$ cat config.mk
export PLATFORM = sky130hd
export DESIGN_NAME = psp_ctrl
export DESIGN_NICKNAME = d
export VERILOG_FILES = /design/src/design/psp_pkg.sv /design/src/design/psp_ctrl.sv
export SDC_FILE = /design/constraint.sdc
export NUM_CORES = 1
export LEC_CHECK = 0
export BUFFER_PORTS_ARGS = -buffer_cell sky130_fd_sc_hd__buf_2
export CAP_MARGIN = 20
export CELL_PAD_IN_SITES_DETAIL_PLACEMENT = 0
export CELL_PAD_IN_SITES_GLOBAL_PLACEMENT = 1
export CORE_AREA = 2 2 39 41
export CTS_CLUSTER_SIZE = 16
export DETAILED_ROUTE_END_ITERATION = 16
export DIE_AREA = 0 0 41 43
export PLACE_DENSITY = 0.76
export SETUP_SLACK_MARGIN = 0.5
export SLEW_MARGIN = 10
export SYNTH_ARGS = -nofsm -noshare
export SYNTH_HDL_FRONTEND = slang
export SYNTH_SLANG_ARGS = --single-unit
$ cat constraint.sdc
create_clock -name clk -period 2.4 [get_ports clk]
set_input_delay 0.36 -clock clk [delete_from_list [all_inputs] [get_ports clk]]
set_output_delay 0.36 -clock clk [all_outputs]
set_load 0.05 [all_outputs]
$ cat src/design/psp_pkg.sv
`default_nettype none
package psp_pkg;

	localparam int QUEUE_DEPTH = 64;
	localparam int MAX_RESULTS = 64;
	localparam int AW = $clog2(QUEUE_DEPTH);
	localparam int CW = $clog2(QUEUE_DEPTH + 1);
	localparam int NW = $clog2(MAX_RESULTS + 1);
	localparam int QW = 23;
	localparam int IN_W = 200;
	localparam int OUT_W = 176;
	localparam int RES_W = 171;

	typedef logic [3:0] op_t;
	localparam op_t OP_NONE        = 4'd0;
	localparam op_t OP_INSERT      = 4'd1;
	localparam op_t OP_EMPTY       = 4'd2;
	localparam op_t OP_REQ_START   = 4'd3;
	localparam op_t OP_SCAN        = 4'd4;
	localparam op_t OP_SHIFT       = 4'd5;
	localparam op_t OP_FIT         = 4'd6;
	localparam op_t OP_SPLIT       = 4'd7;
	localparam op_t OP_NOFIT_EMPTY = 4'd8;
	localparam op_t OP_NOFIT_HELD  = 4'd9;

	typedef logic [1:0] cat_t;
	localparam cat_t CAT_FIT   = 2'd0;
	localparam cat_t CAT_SPLIT = 2'd1;
	localparam cat_t CAT_NOFIT = 2'd2;

	typedef struct packed {
		logic [61:0] stream;
		logic [61:0] offset;
		logic [15:0] payload;
		logic [4:0]  header;
		logic [31:0] time_tick;
		logic        retx;
		logic        fin;
	} frame_t;

	typedef struct packed {
		logic [QW-1:0] pending;
		logic          empty;
		logic          split;
		logic          fin;
		logic [4:0]    header;
		logic [15:0]   payload;
		logic [61:0]   offset;
		logic [61:0]   stream;
	} result_t;

	typedef struct packed {
		op_t op;
	} cmd_t;

	typedef struct packed {
		logic scan_done;
		logic shift_done;
		cat_t cat;
		logic cont;
		logic count_zero;
		logic budget_zero;
	} status_t;

	// true when a leaves strictly before b
	function automatic logic goes_first(input frame_t a, input frame_t b);
		logic r;
		if (a.retx != b.retx) r = a.retx;
		else if (!a.retx && a.time_tick != b.time_tick) r = a.time_tick < b.time_tick;
		else if (a.stream != b.stream) r = a.stream < b.stream;
		else r = a.offset < b.offset;
		return r;
	endfunction

endpackage
`default_nettype wire

$ cat src/design/psp_ctrl.sv
`default_nettype none
module psp_ctrl import psp_pkg::*; (
	input  wire logic    clk,
	input  wire logic    arst_n,
	input  wire logic    in_valid,
	input  wire logic    in_kind,
	output logic         in_ready,
	output logic         out_valid,
	input  wire logic    out_ready,
	input  wire status_t sts,
	output cmd_t         cmd
);

	localparam logic [2:0] ST_IDLE   = 3'd0;
	localparam logic [2:0] ST_SCAN   = 3'd1;
	localparam logic [2:0] ST_SHIFT  = 3'd2;
	localparam logic [2:0] ST_DECIDE = 3'd3;
	localparam logic [2:0] ST_OUT    = 3'd4;

	logic [2:0] state_q, state_d;
	logic       held_q, held_d;

	assign in_ready  = state_q == ST_IDLE;
	assign out_valid = state_q == ST_OUT;

	always_comb begin
		state_d = state_q;
		held_d = held_q;
		cmd.op = OP_NONE;
		unique case (state_q)
			ST_IDLE: begin
				if (in_valid) begin
					if (!in_kind) begin
						cmd.op = OP_INSERT;
					end else if (sts.count_zero || sts.budget_zero) begin
						cmd.op = OP_EMPTY;
						state_d = ST_OUT;
					end else begin
						cmd.op = OP_REQ_START;
						state_d = ST_SCAN;
					end
				end
			end
			ST_SCAN: begin
				cmd.op = OP_SCAN;
				if (sts.scan_done) state_d = ST_SHIFT;
			end
			ST_SHIFT: begin
				cmd.op = OP_SHIFT;
				if (sts.shift_done) state_d = ST_DECIDE;
			end
			ST_DECIDE: begin
				priority if (sts.cat == CAT_NOFIT) begin
					cmd.op = held_q ? OP_NOFIT_HELD : OP_NOFIT_EMPTY;
					held_d = 1'b0;
					state_d = ST_OUT;
				end else if (held_q) begin
					// release the previous frame first; it is not the last
					state_d = ST_OUT;
				end else if (sts.cat == CAT_SPLIT) begin
					cmd.op = OP_SPLIT;
					state_d = ST_OUT;
				end else begin
					cmd.op = OP_FIT;
					if (sts.cont) begin
						held_d = 1'b1;
						state_d = ST_SCAN;
					end else begin
						state_d = ST_OUT;
					end
				end
			end
			ST_OUT: begin
				if (out_ready) begin
					held_d = 1'b0;
					state_d = held_q ? ST_DECIDE : ST_IDLE;
				end
			end
			default: state_d = ST_IDLE;
		endcase
	end

	always_ff @(posedge clk or negedge arst_n) begin
		if (!arst_n) begin
			state_q <= ST_IDLE;
			held_q <= 1'b0;
		end else begin
			state_q <= state_d;
			held_q <= held_d;
		end
	end

endmodule
`default_nettype wire

# Word-level counts from Yosys, hierarchy flattened
# Index checks and enable logic that the tools add are counted.
dict set report word_totals {
  regBits 4
}
dict set report op_classes {
  eq_ne 11
  mux 26
  reduce_logical 5
}
# operator count
set op_table {}
lappend op_table {{$mux W3} 11}
lappend op_table {{$pmux W4 S4} 1}
lappend op_table {{$pmux W3 S5} 1}
lappend op_table {{$mux W1} 8}
lappend op_table {{$ne A2 B2 Y1 const B} 4}
lappend op_table {{$eq A3 B2 Y1 const B} 2}
lappend op_table {{$mux W2} 3}
lappend op_table {{$reduce_and A5 Y1} 1}
lappend op_table {{$mux W4} 1}
lappend op_table {{$eq A3 B1 Y1 const B} 1}
lappend op_table {{$eq A3 B3 Y1 const B} 1}
lappend op_table {{$logic_not A3 Y1} 1}
lappend op_table {{$eq A2 B1 Y1 const B} 1}
lappend op_table {{$eq A2 B2 Y1 const B} 1}
lappend op_table {{$ne A2 B1 Y1 const B} 1}
lappend op_table {{$pmux W1 S2} 1}
lappend op_table {{$reduce_and A2 Y1} 1}
lappend op_table {{$reduce_bool A2 Y1} 1}
lappend op_table {{$logic_or A1 B1 Y1} 1}

# Logic depth before layout (Yosys ltp)
# Gate-level depths: netlist of the first run.
dict set report depth {
  word_depth 5
  ltp_mapped 5
}

# Worst setup path before layout of the first run
# Ideal clock, no wire load.
dict set report synth_timing {
  kind {input to output}
  startpoint {input sts[4] in the netlist's numbering}
  endpoint {output cmd[2] in the netlist's numbering}
  arrival_ps 1718
  path_slack_ps 322
  path_stages 4
  path_buffers 0
  path_cell_list {nor2b_2 nor2_1 nor2_1 nor3_1}
}
# item line_no
set synth_rtl {}
lappend synth_rtl {{from (decl)} psp_ctrl.sv:10} ;# input wire status_t sts,
lappend synth_rtl {{to (decl)} psp_ctrl.sv:11} ;# output cmd_t cmd

# Worst setup path in the final report of the first run
dict set report layout_timing {
  startpoint {register state_q[0]}
  endpoint {output out_valid}
}
dict set report layout_between {
  elab_chain_len 1
}
# item line_no
set layout_rtl {}
lappend layout_rtl {{from (decl)} psp_ctrl.sv:20} ;# logic [2:0] state_q, state_d;
lappend layout_rtl {{from (signal assigned)} psp_ctrl.sv:88} ;# state_q <= state_d;
lappend layout_rtl {{$eq A3 B3 Y1} psp_ctrl.sv:24} ;# assign out_valid = state_q == ST_OUT;
lappend layout_rtl {{to (decl)} psp_ctrl.sv:8} ;# output logic out_valid,
# Every way passes these cells.

==> results.sh, run 1 <==
export IMPL_cts_root_buf="clkbuf_4"
export IMPL_seq_area_frac_synth_pct=24.7
export IMPL_cts_setup_buffers=0
export IMPL_ff2ff_path_depth=2
export IMPL_setup_viol=0
export IMPL_fin_nets=82
export IMPL_internal_power_w=0.000271
export IMPL_rsz0062_at_grt="no"
export IMPL_worst_slew_pin_slew_ns=0.412
export IMPL_vias=435
export IMPL_antenna_cells=0
export IMPL_clk_latency_ns=0.24
export IMPL_ys_flop_type="dfrtp_1"
export IMPL_crit_type="register to primary output"
export IMPL_layout_commonest_cell="buf_2"
export IMPL_slew_headroom_pct=72.5
export IMPL_synth_area_mux_share_pct=2.47
export IMPL_grt_pass1_wl_um=1350
export IMPL_ir_drop_uv=449
export IMPL_clock_path_buffers=2
export IMPL_min_to="held_q$_DFFE_PN0P_"
export IMPL_timing_rr_end="state_q[0]$_DFFE_PN0P_"
export IMPL_fp_coreArea_um2=1380
export IMPL_portBuffers=17
export IMPL_drive_above_1_share_pct=44.1
export IMPL_p_sw_w=0.000319
export IMPL_synth_top_family_by_area="simple AND/OR/NAND/NOR gates"
export IMPL_fin_worst_skew_ns=0.00852
export IMPL_syn_num_nets=62
export IMPL_grt_start_max_net_pins=13
export IMPL_powerDensity_nw_per_um2=1110
export IMPL_fmax_mhz=553
export IMPL_setup_tns_ns=0
export IMPL_synth_compound_area_share_pct=26.5
export IMPL_ys_seq_elements=4
export IMPL_cts_tree="built"
export IMPL_final_cell_mix="buf_2, nor2_1, o21ai_0, clkbuf_4, a21oi_1"
export IMPL_grt_antenna_before_repair=0
export IMPL_seqPwrFrac_pct=27.5
export IMPL_fin_crit_sh_pct=75.4
export IMPL_io_pins=18
export IMPL_antenna_left=0
export IMPL_ys_types=30
export IMPL_die_w_um=41
export IMPL_hold_viol_final=0
export IMPL_synth_cells=50
export IMPL_startpoint_type="register"
export IMPL_min_period_ns=1.81
export IMPL_clk_pin_slew_worst_paths_ns=0.04
export IMPL_area_growth_pct=30.9
export IMPL_yosys_warnings=0
export IMPL_max_stage_delay_ns=0.48
export IMPL_cp_arrival_ns=1.45
export IMPL_swShare_pct=54.1
export IMPL_totalWireLength_um=971
export IMPL_p_leak_nw=0.232
export IMPL_dieArea_um2=1760
export IMPL_hpwl_um=733
export IMPL_gr_total_overflow=0
export IMPL_path_max_fanout=10
export IMPL_synth_area_um2=405
export IMPL_reg2reg_slack_ns=1.13
export IMPL_grt_usage_pct=11.2
export IMPL_drt_iter0_drc=3
export IMPL_drc_errors=0
export IMPL_synth_xor_area_share_pct=0
export IMPL_cts_inserted_buffers=3
export IMPL_die_y_um=43
export IMPL_viasPerCell=5.18
export IMPL_holdPathStages=2
export IMPL_grt_pass1_vias=331
export IMPL_fill_cells=154
export IMPL_avgSynthCellArea_um2=8.11
export IMPL_synthSimpleGateAreaFrac_pct=38.6
export IMPL_dr_pass1_iters=4
export IMPL_async_flop_share_pct=100
export IMPL_hold_start="out_ready"
export IMPL_p_comb_share_pct=58.5
export IMPL_post_route_util_pct=38.3
export IMPL_cp_required_ns=2.04
export IMPL_maxCapViolations=0
export IMPL_std_cell_rows=14
export IMPL_clock_sinks=4
export IMPL_wl_per_cell_um=11.6
export IMPL_synth_edff_count=0
export IMPL_end_kind="primary output"
export IMPL_hold_class="input port to register"
export IMPL_r2r_start="state_q[2]$_DFFE_PN0P_"
export IMPL_pwr_share_clk_pct=14.1
export IMPL_maxSlewViolCount=0
export IMPL_status="completed"
export IMPL_htreeDepth=1
export IMPL_synth_fa_ha_area_share_pct=0
export IMPL_place_gp_congestion=0.743
export IMPL_worst_path_max_delay_cell="dfrtp_2"
export IMPL_path_cells="nor2_2 > and2_1 > buf_2"
export IMPL_initial_core_util_pct=29.3
worst max path at each step:
stage	from	end	slack, ns	cells past startpoint
floorplan	state_q[0]$_DFFE_PN0P_	cmd[1]	0.63	4
global placement	sts[4]	cmd[0]	0.69	6
detailed placement	sts[4]	cmd[0]	0.72	6
CTS	state_q[1]$_DFFE_PN0P_	cmd[3]	0.50	4
global route	state_q[0]$_DFFE_PN0P_	cmd[1]	0.50	5
finish	state_q[0]$_DFFE_PN0P_	out_valid	0.59	3
cell usage after synthesis (all sizes together), types with 2 or more instances:
library cell  n  share of area (%)
a211oi        2                4.9
o21ai         5                6.2
a21oi         3                3.7
nand2b        2                3.1
nor2b         2                3.7
nand3b        2                3.7
nand2         2                2.5
and2          2                3.1
nor2          7                7.1
nor3          3                3.7
a31oi         2                3.1
dfrtp         4                 25
buf           3                6.8
critical path: cells and delay by family (launching register included):
kind | cells | cell delay (ns)
buf+inv | 1 | 0.28
flops | 1 | 0.48
simple gates | 2 | 0.45
what timing repair did:
| item | in CTS | in global routing |
|---|---|---|
| setup endpoints to repair | 0 | 3 |
| hold endpoints to repair | 4 | 0 |
| hold buffers | 1 | 0 |
| gates resized for setup | 0 | 3 |
kinds of logic (layout without fill, tap and decap cells):
logic type      after synthesis  after routing
simple gates                 25             25
compound gates               16             16
buf+inv                       4             22
mux                           1              1
flops                         4              4
power by group through the flow:
stage | clock, W | sequential (W) | combinational [W]
4_1_cts | 0.0000867 | 0.000159 | 0.000347
2_1_floorplan | 0 | 0.000109 | 0.000337
5_1_grt | 0.0000928 | 0.000171 | 0.000374
6_report | 0.0000831 | 0.000162 | 0.000345
3_3_place_gp | 0 | 0.000156 | 0.000345
3_5_place_dp | 0 | 0.000160 | 0.000345
stage by stage:
stage / worst slack [ns] / instances / hold slack [ns] / cell area, µm² / total power [W]
after floorplan: 0.626 / 50 / 0.0644 / 415 / 0.000447
after global placement: 0.694 / 80 / 0.168 / 493 / 0.000501
after detailed placement: 0.721 / 80 / 0.167 / 493 / 0.000504
after CTS: 0.501 / 84 / 0.341 / 526 / 0.000593
after global routing: 0.500 / 84 / 0.347 / 531 / 0.000637
final: 0.590 / 84 / 0.348 / 531 / 0.000590
state kept, by name, summed over array words and instances, names as in the netlist:
name and cells:
held_q 1, state_q 3
per-layer routing:
metal	wire length (µm)	GRT usage [%]	vias up
met5	0	0	-
met2	409	15.0	16
met1	501	16.7	194
met4	0	4.00	0
met3	60	3.14	0
li1	-	-	225
cell type report:
class / count / area (µm²) / share of cell area, %
multi-input cells: 42 / 284 / 53.5
repair buffers: 18 / 97.6 / 18.4
clock buffers: 3 / 22.5 / 4.25
inverters: 1 / 3.75 / 0.708
well taps: 16 / 20.0 / 3.77
flip-flops and latches: 4 / 103 / 19.3
Power figures use the tool's default switching activity.
==> inputs of run 2 (changes only) <==
- CORE_AREA: 2 2 39 41 -> unset
- CORE_MARGIN: unset -> 2
- CORE_UTILIZATION: unset -> 30
- DIE_AREA: 0 0 41 43 -> unset
- PLACE_DENSITY: 0.76 -> 0.75
- clock period: 2.4 -> 1.9 ns (I/O delays scaled with it)
==> run 2 against run 1 <==
Sequential share of layout area shrank 5.8 points. Die area shrank 5.8%. Critical path type unchanged. Design area grew 46%. Highest routed layer is now met4. Count of clock-buffer cells in the layout is the same. Core utilization grew 22 points. Setup slack lost 0.27 ns. Via count grew 25%. Combinational power grew 130%. Largest cell class unchanged. Largest power group unchanged. Clock skew shrank 0.00077 ns. Flip-flop and latch count is the same.
==> results.sh, run 2 (same netlist as run 1, synthesis figures left out) <==
export IMPL_status="completed"
export IMPL_maxCapViolations=0
export IMPL_viasPerCell=5.60
export IMPL_cp_required_ns=1.62
export IMPL_clk_pin_slew_worst_paths_ns=0.05
export IMPL_grt_pass1_wl_um=1910
export IMPL_setup_viol=0
export IMPL_grt_usage_pct=17.0
export IMPL_fin_crit_sh_pct=83.0
export IMPL_cts_tree="built"
export IMPL_met1_usage_pct=19.7
export IMPL_crit_type="register to primary output"
export IMPL_setup_slack_ns=0.323
export IMPL_htreeDepth=1
export IMPL_setup_tns_ns=0
export IMPL_portBuffers=17
export IMPL_path_max_fanout=6
export IMPL_grtUsageMet3_pct=1.63
export IMPL_fin_worst_skew_ns=0.00775
export IMPL_gr_total_overflow=0
export IMPL_maxSlewViolCount=0
export IMPL_place_ws_ns=0.348
export IMPL_fin_nets=96
export IMPL_ir_drop_uv=866
export IMPL_dieArea_um2=1660
export IMPL_cts_root_buf="clkbuf_4"
export IMPL_area_growth_pct=91.0
export IMPL_clk_latency_ns=0.24
export IMPL_largest_reg_flops=3
export IMPL_hpwl_um=768
export IMPL_drc_errors=0
export IMPL_worst_slew_pin_slew_ns=0.293
export IMPL_p_leak_nw=0.338
export IMPL_die_w_um=40.8
export IMPL_die_y_um=40.8
export IMPL_regMostFlops="state_q"
export IMPL_grt_busiest_layer="met2"
export IMPL_fin_total_pwr_w=0.00112
export IMPL_hold_viol_final=0
export IMPL_fmax_mhz=634
export IMPL_totalWireLength_um=1440
export IMPL_fp_coreArea_um2=1280
export IMPL_min_period_ns=1.58
export IMPL_hold_class="input port to register"
export IMPL_drive_above_1_share_pct=69.5
export IMPL_io_pins=18
export IMPL_dr_pass1_iters=4
export IMPL_std_cell_rows=13
export IMPL_grt_antenna_before_repair=0
export IMPL_rsz0062_at_grt="yes"
export IMPL_grt_pass1_vias=478
export IMPL_vias=543
export IMPL_antenna_left=0
export IMPL_clock_sinks=4
export IMPL_clock_path_buffers=2
export IMPL_wl_per_cell_um=14.8
export IMPL_initial_core_util_pct=31.5
export IMPL_grt_start_max_net_pins=10
export IMPL_place_gp_congestion=0.793
export IMPL_cts_inserted_buffers=3
export IMPL_cp_arrival_ns=1.29
export IMPL_final_cell_mix="buf_2, buf_4, buf_6"
export IMPL_end_kind="primary output"
export IMPL_gr_usage_met2_pct=29.4
export IMPL_drt_iter0_drc=12
export IMPL_startpoint_type="register"
export IMPL_antenna_cells=0
export IMPL_slew_headroom_pct=80.4
export IMPL_powerDensity_nw_per_um2=1440
export IMPL_largest_registers="state_q (3), held_q (1)"
-- run 2: repair_timing --
action	4_1_cts	5_1_grt
hold buffers	1	0
setup buffers	9	4
resized for setup	26	12
setup endpoints to repair	6	8
pin swaps	4	4
endpoints found under the hold margin	4	0
-- run 2: critical path, stage by stage (launching register included) --
cell	delay, ns
dfrtp_2	0.48
nand2_4	0.13
nor3_4	0.04
a31oi_2	0.20
nor2_4	0.05
buf_6	0.15
-- run 2: report_power, final --
group / switching (W) / leakage, nW / total (W) / internal, W
combinational: 0.000406 / 0.277 / 0.000789 / 0.000383
sequential: 0.0000935 / 0.0474 / 0.000213 / 0.000120
clock: 0.0000427 / 0.0138 / 0.000114 / 0.0000713
-- run 2: cell type report --
class                   count  area, µm²
multi-input cells          42        368
fillers                   109        510
flip-flops and latches      4        105
clock buffers               3       22.5
well taps                  15       18.8
repair buffers             32        256
inverters                   1       3.75
-- run 2: worst paths after layout --
path,start,end,slack [ns],cells past startpoint
max,state_q[1]$_DFFE_PN0P_,cmd[1],0.32,5
max reg2reg,state_q[0]$_DFFE_PN0P_,state_q[0]$_DFFE_PN0P_,0.44,6
min,out_ready,held_q$_DFFE_PN0P_,0.30,2
min reg2reg,held_q$_DFFE_PN0P_,held_q$_DFFE_PN0P_,0.76,2
max in group asynchronous,arst_n,state_q[0]$_DFFE_PN0P_,1.37,2
min in group asynchronous,arst_n,state_q[1]$_DFFE_PN0P_,0.39,2
-- run 2: layer usage --
| layer | up-vias | share of wire, % |
|---|---|---|
| met4 | 0 | 2.6 |
| met2 | 29 | 51 |
| li1 | 253 | - |
| met1 | 257 | 42 |
| met5 | - | 0 |
| met3 | 4 | 4.8 |
-- run 2: stage by stage --
step | instance area [µm²] | utilization, % | hold WS, ns | instances
2_1_floorplan | 428 | - | -0.0106 | 50
3_3_place_gp | 512 | 39.8 | 0.0912 | 80
3_5_place_dp | 512 | 39.8 | 0.0968 | 80
4_1_cts | 692 | 53.8 | 0.272 | 93
5_1_grt | 774 | 60.3 | 0.294 | 97
6_report | 774 | 60.3 | 0.296 | 97
==> inputs of run 3 (changes only) <==
- ABC_AREA: unset -> 1
- CORE_UTILIZATION: 30 -> 25
- PLACE_DENSITY: 0.75 -> 0.72
- clock period: 1.9 -> 1.42 ns (I/O delays scaled with it)
==> run 3 against run 2 <==
The run now ends with setup timing left. Combinational power up 120%. Critical path depth is 1 higher. Clock skew decreased by 0.0056 ns. Via count rose by 5.2%. Synthesized cell count rose by 30%. Critical path type unchanged.
==> results.sh, run 3 <==
export IMPL_antenna_cells=0
export IMPL_cts_tree="built"
export IMPL_avgSynthCellArea_um2=6.10
export IMPL_ys_seq_elements=4
export IMPL_gr_total_overflow=0
export IMPL_synth_area_um2=397
export IMPL_totalWireLength_um=1360
export IMPL_async_flop_share_pct=100
export IMPL_viasPerCell=4.60
export IMPL_grt_pass1_vias=522
export IMPL_grt_start_max_net_pins=7
export IMPL_syn_num_nets=77
export IMPL_cts_root_buf="clkbuf_4"
export IMPL_htreeDepth=1
export IMPL_p_sw_w=0.00102
export IMPL_end_kind="primary output"
export IMPL_reg2reg_slack_ns=-0.02
export IMPL_ys_types=18
export IMPL_ir_drop_uv=1350
export IMPL_hold_viol_final=0
export IMPL_clk_pin_slew_worst_paths_ns=0.04
export IMPL_setup_viol=9
export IMPL_seq_area_frac_synth_pct=25.2
export IMPL_maxSlewViolCount=0
export IMPL_ys_flop_type="dfrtp_1"
export IMPL_largest_reg_flops=3
export IMPL_largest_registers="state_q (3), held_q (1)"
export IMPL_p_comb_share_pct=81.0
export IMPL_synth_cells=65
export IMPL_final_cell_mix="nand2_1, buf_4, buf_2"
export IMPL_place_gp_congestion=0.810
export IMPL_cp_required_ns=1.21
export IMPL_fin_nets=121
export IMPL_path_common_cell="nor2_4"
export IMPL_path_max_fanout=4
export IMPL_die_w_um=43.8
export IMPL_portBuffers=17
export IMPL_dp_cells=104
export IMPL_worst_path_max_delay_cell="dfrtp_2"
export IMPL_grt_usage_pct=14.8
export IMPL_synth_area_leader_cell="dfrtp_1"
export IMPL_drc_errors=0
export IMPL_dr_pass1_iters=4
export IMPL_synth_top_cell_area_share_pct=25.2
export IMPL_seqPwrFrac_pct=11.5
export IMPL_swShare_pct=48.2
export IMPL_fin_crit_sh_pct=111
export IMPL_violations="setup timing"
export IMPL_vias=571
export IMPL_synth_edff_count=0
export IMPL_max_stage_delay_ns=0.43
export IMPL_antenna_left=0
export IMPL_cp_arrival_ns=1.36
export IMPL_crit_type="register to primary output"
export IMPL_fmax_mhz=637
export IMPL_regMostFlops="state_q"
export IMPL_place_ws_ns=-0.0191
export IMPL_synthTopCellsByCount="nand2_1, nor2_1, inv_1, nand3_1"
export IMPL_fp_coreArea_um2=1490
export IMPL_setup_slack_ns=-0.150
export IMPL_clock_sinks=4
export IMPL_grt_antenna_before_repair=0
export IMPL_hpwl_um=916
export IMPL_drive_above_1_share_pct=61.1
export IMPL_yosys_warnings=0
export IMPL_cts_inserted_buffers=3
export IMPL_slew_headroom_pct=82.9
export IMPL_synth_most_common_cell="nand2_1"
export IMPL_clk_latency_ns=0.24
export IMPL_final_cells=124
export IMPL_std_cell_rows=14
export IMPL_status="finished, violations left"
export IMPL_p_leak_nw=0.460
export IMPL_worst_slew_pin_slew_ns=0.256
export IMPL_min_period_ns=1.57
export IMPL_drt_iter0_drc=5
export IMPL_path_cells="nor2_4 > inv_4 > nor2_4 > nand3_2 > nand3_4 > buf_8"
export IMPL_fin_worst_skew_ns=0.00219
export IMPL_rsz0062_at_grt="yes"
export IMPL_grt_pass1_wl_um=2100
export IMPL_synth_area_top_cells="dfrtp_1, nand2_1, nand3_1"
export IMPL_hold_class="input port to register"
export IMPL_fill_cells=139
export IMPL_wl_per_cell_um=11.0
export IMPL_io_pins=18
export IMPL_maxCapViolations=0
export IMPL_area_growth_pct=122
export IMPL_pwr_share_clk_pct=7.5
export IMPL_die_y_um=43.8
export IMPL_dieArea_um2=1920
export IMPL_powerDensity_nw_per_um2=2410
export IMPL_initial_core_util_pct=26.6
export IMPL_startpoint_type="register"
export IMPL_internal_power_w=0.00110
export IMPL_clock_path_buffers=2
run 3: cells by family (layout without fill, tap and decap cells):
group | after synthesis | count (layout) | synth area share, %
buffers and inverters | 11 | 54 | 12.3
AND/OR/NAND/NOR | 44 | 44 | 53.0
AO/OA/AOI/OAI | 6 | 6 | 9.46
flip-flops | 4 | 4 | 25.2
run 3: power by group through the flow:
stage / combinational (W) / clock (W) / sequential [W]
finish: 0.00172 / 0.000160 / 0.000244
global route: 0.00183 / 0.000175 / 0.000249
CTS: 0.00145 / 0.000162 / 0.000244
detailed placement: 0.00104 / 0 / 0.000243
global placement: 0.00104 / 0 / 0.000244
floorplan: 0.000864 / 0 / 0.000214
run 3: worst paths after layout:
path                       cells after the start                     end              startpoint
min reg2reg                                    2  state_q[2]$_DFFE_PN0P_  state_q[2]$_DFFE_PN0P_
min                                            3  state_q[1]$_DFFE_PN0P_                  sts[5]
max                                            6                  cmd[0]  state_q[2]$_DFFE_PN0P_
max reg2reg                                   10  state_q[0]$_DFFE_PN0P_  state_q[2]$_DFFE_PN0P_
min in group asynchronous                      2      held_q$_DFFE_PN0P_                  arst_n
max in group asynchronous                      2  state_q[1]$_DFFE_PN0P_                  arst_n
run 3: worst max-delay path: cells and delay by family, from the launching register on:
| family | cells | cell delay [ns] |
|---|---|---|
| AND/OR/NAND/NOR | 4 | 0.47 |
| flip-flops | 1 | 0.43 |
| buffers and inverters | 2 | 0.21 |
run 3: layout make-up:
class | count | area, µm² | area share [%]
multi-input combinational | 50 | 347 | 39.3
timing repair buffer | 40 | 335 | 38.1
sequential | 4 | 104 | 11.8
inverter | 10 | 48.8 | 5.54
clock buffer | 4 | 26.3 | 2.98
tap | 16 | 20.0 | 2.27
run 3: through the flow:
step	setup TNS (ns)	hold slack, ns	total power (W)	area [µm²]	util [%]
finish	-0.576	0.245	0.00212	881	59.2
global route	-1.07	0.266	0.00225	881	59.2
CTS	-0.571	0.243	0.00186	808	54.3
detailed placement	-0.0191	0.0228	0.00128	632	42.4
global placement	-0.0151	0.0216	0.00129	632	42.4
floorplan	-0.0877	-0.0826	0.00108	485	-
run 3: metal layers:
metal / up-vias / track usage (%) / routed length [µm]
li1: 294 / - / -
met1: 261 / 16.7 / 522
met2: 16 / 27.4 / 761
met3: 0 / 5.00 / 75
met4: 0 / 1.82 / 0
met5: - / 0 / 0
run 3: repair_timing:
item / 4_1_cts / 5_1_grt
setup endpoints to repair: 10 / 10
cloned: 0 / 0
hold endpoints to repair: 4 / 0
pin swaps: 5 / 7
resized for setup: 22 / 9
buffers inserted: 9 / 6
hold buffers: 1 / 0
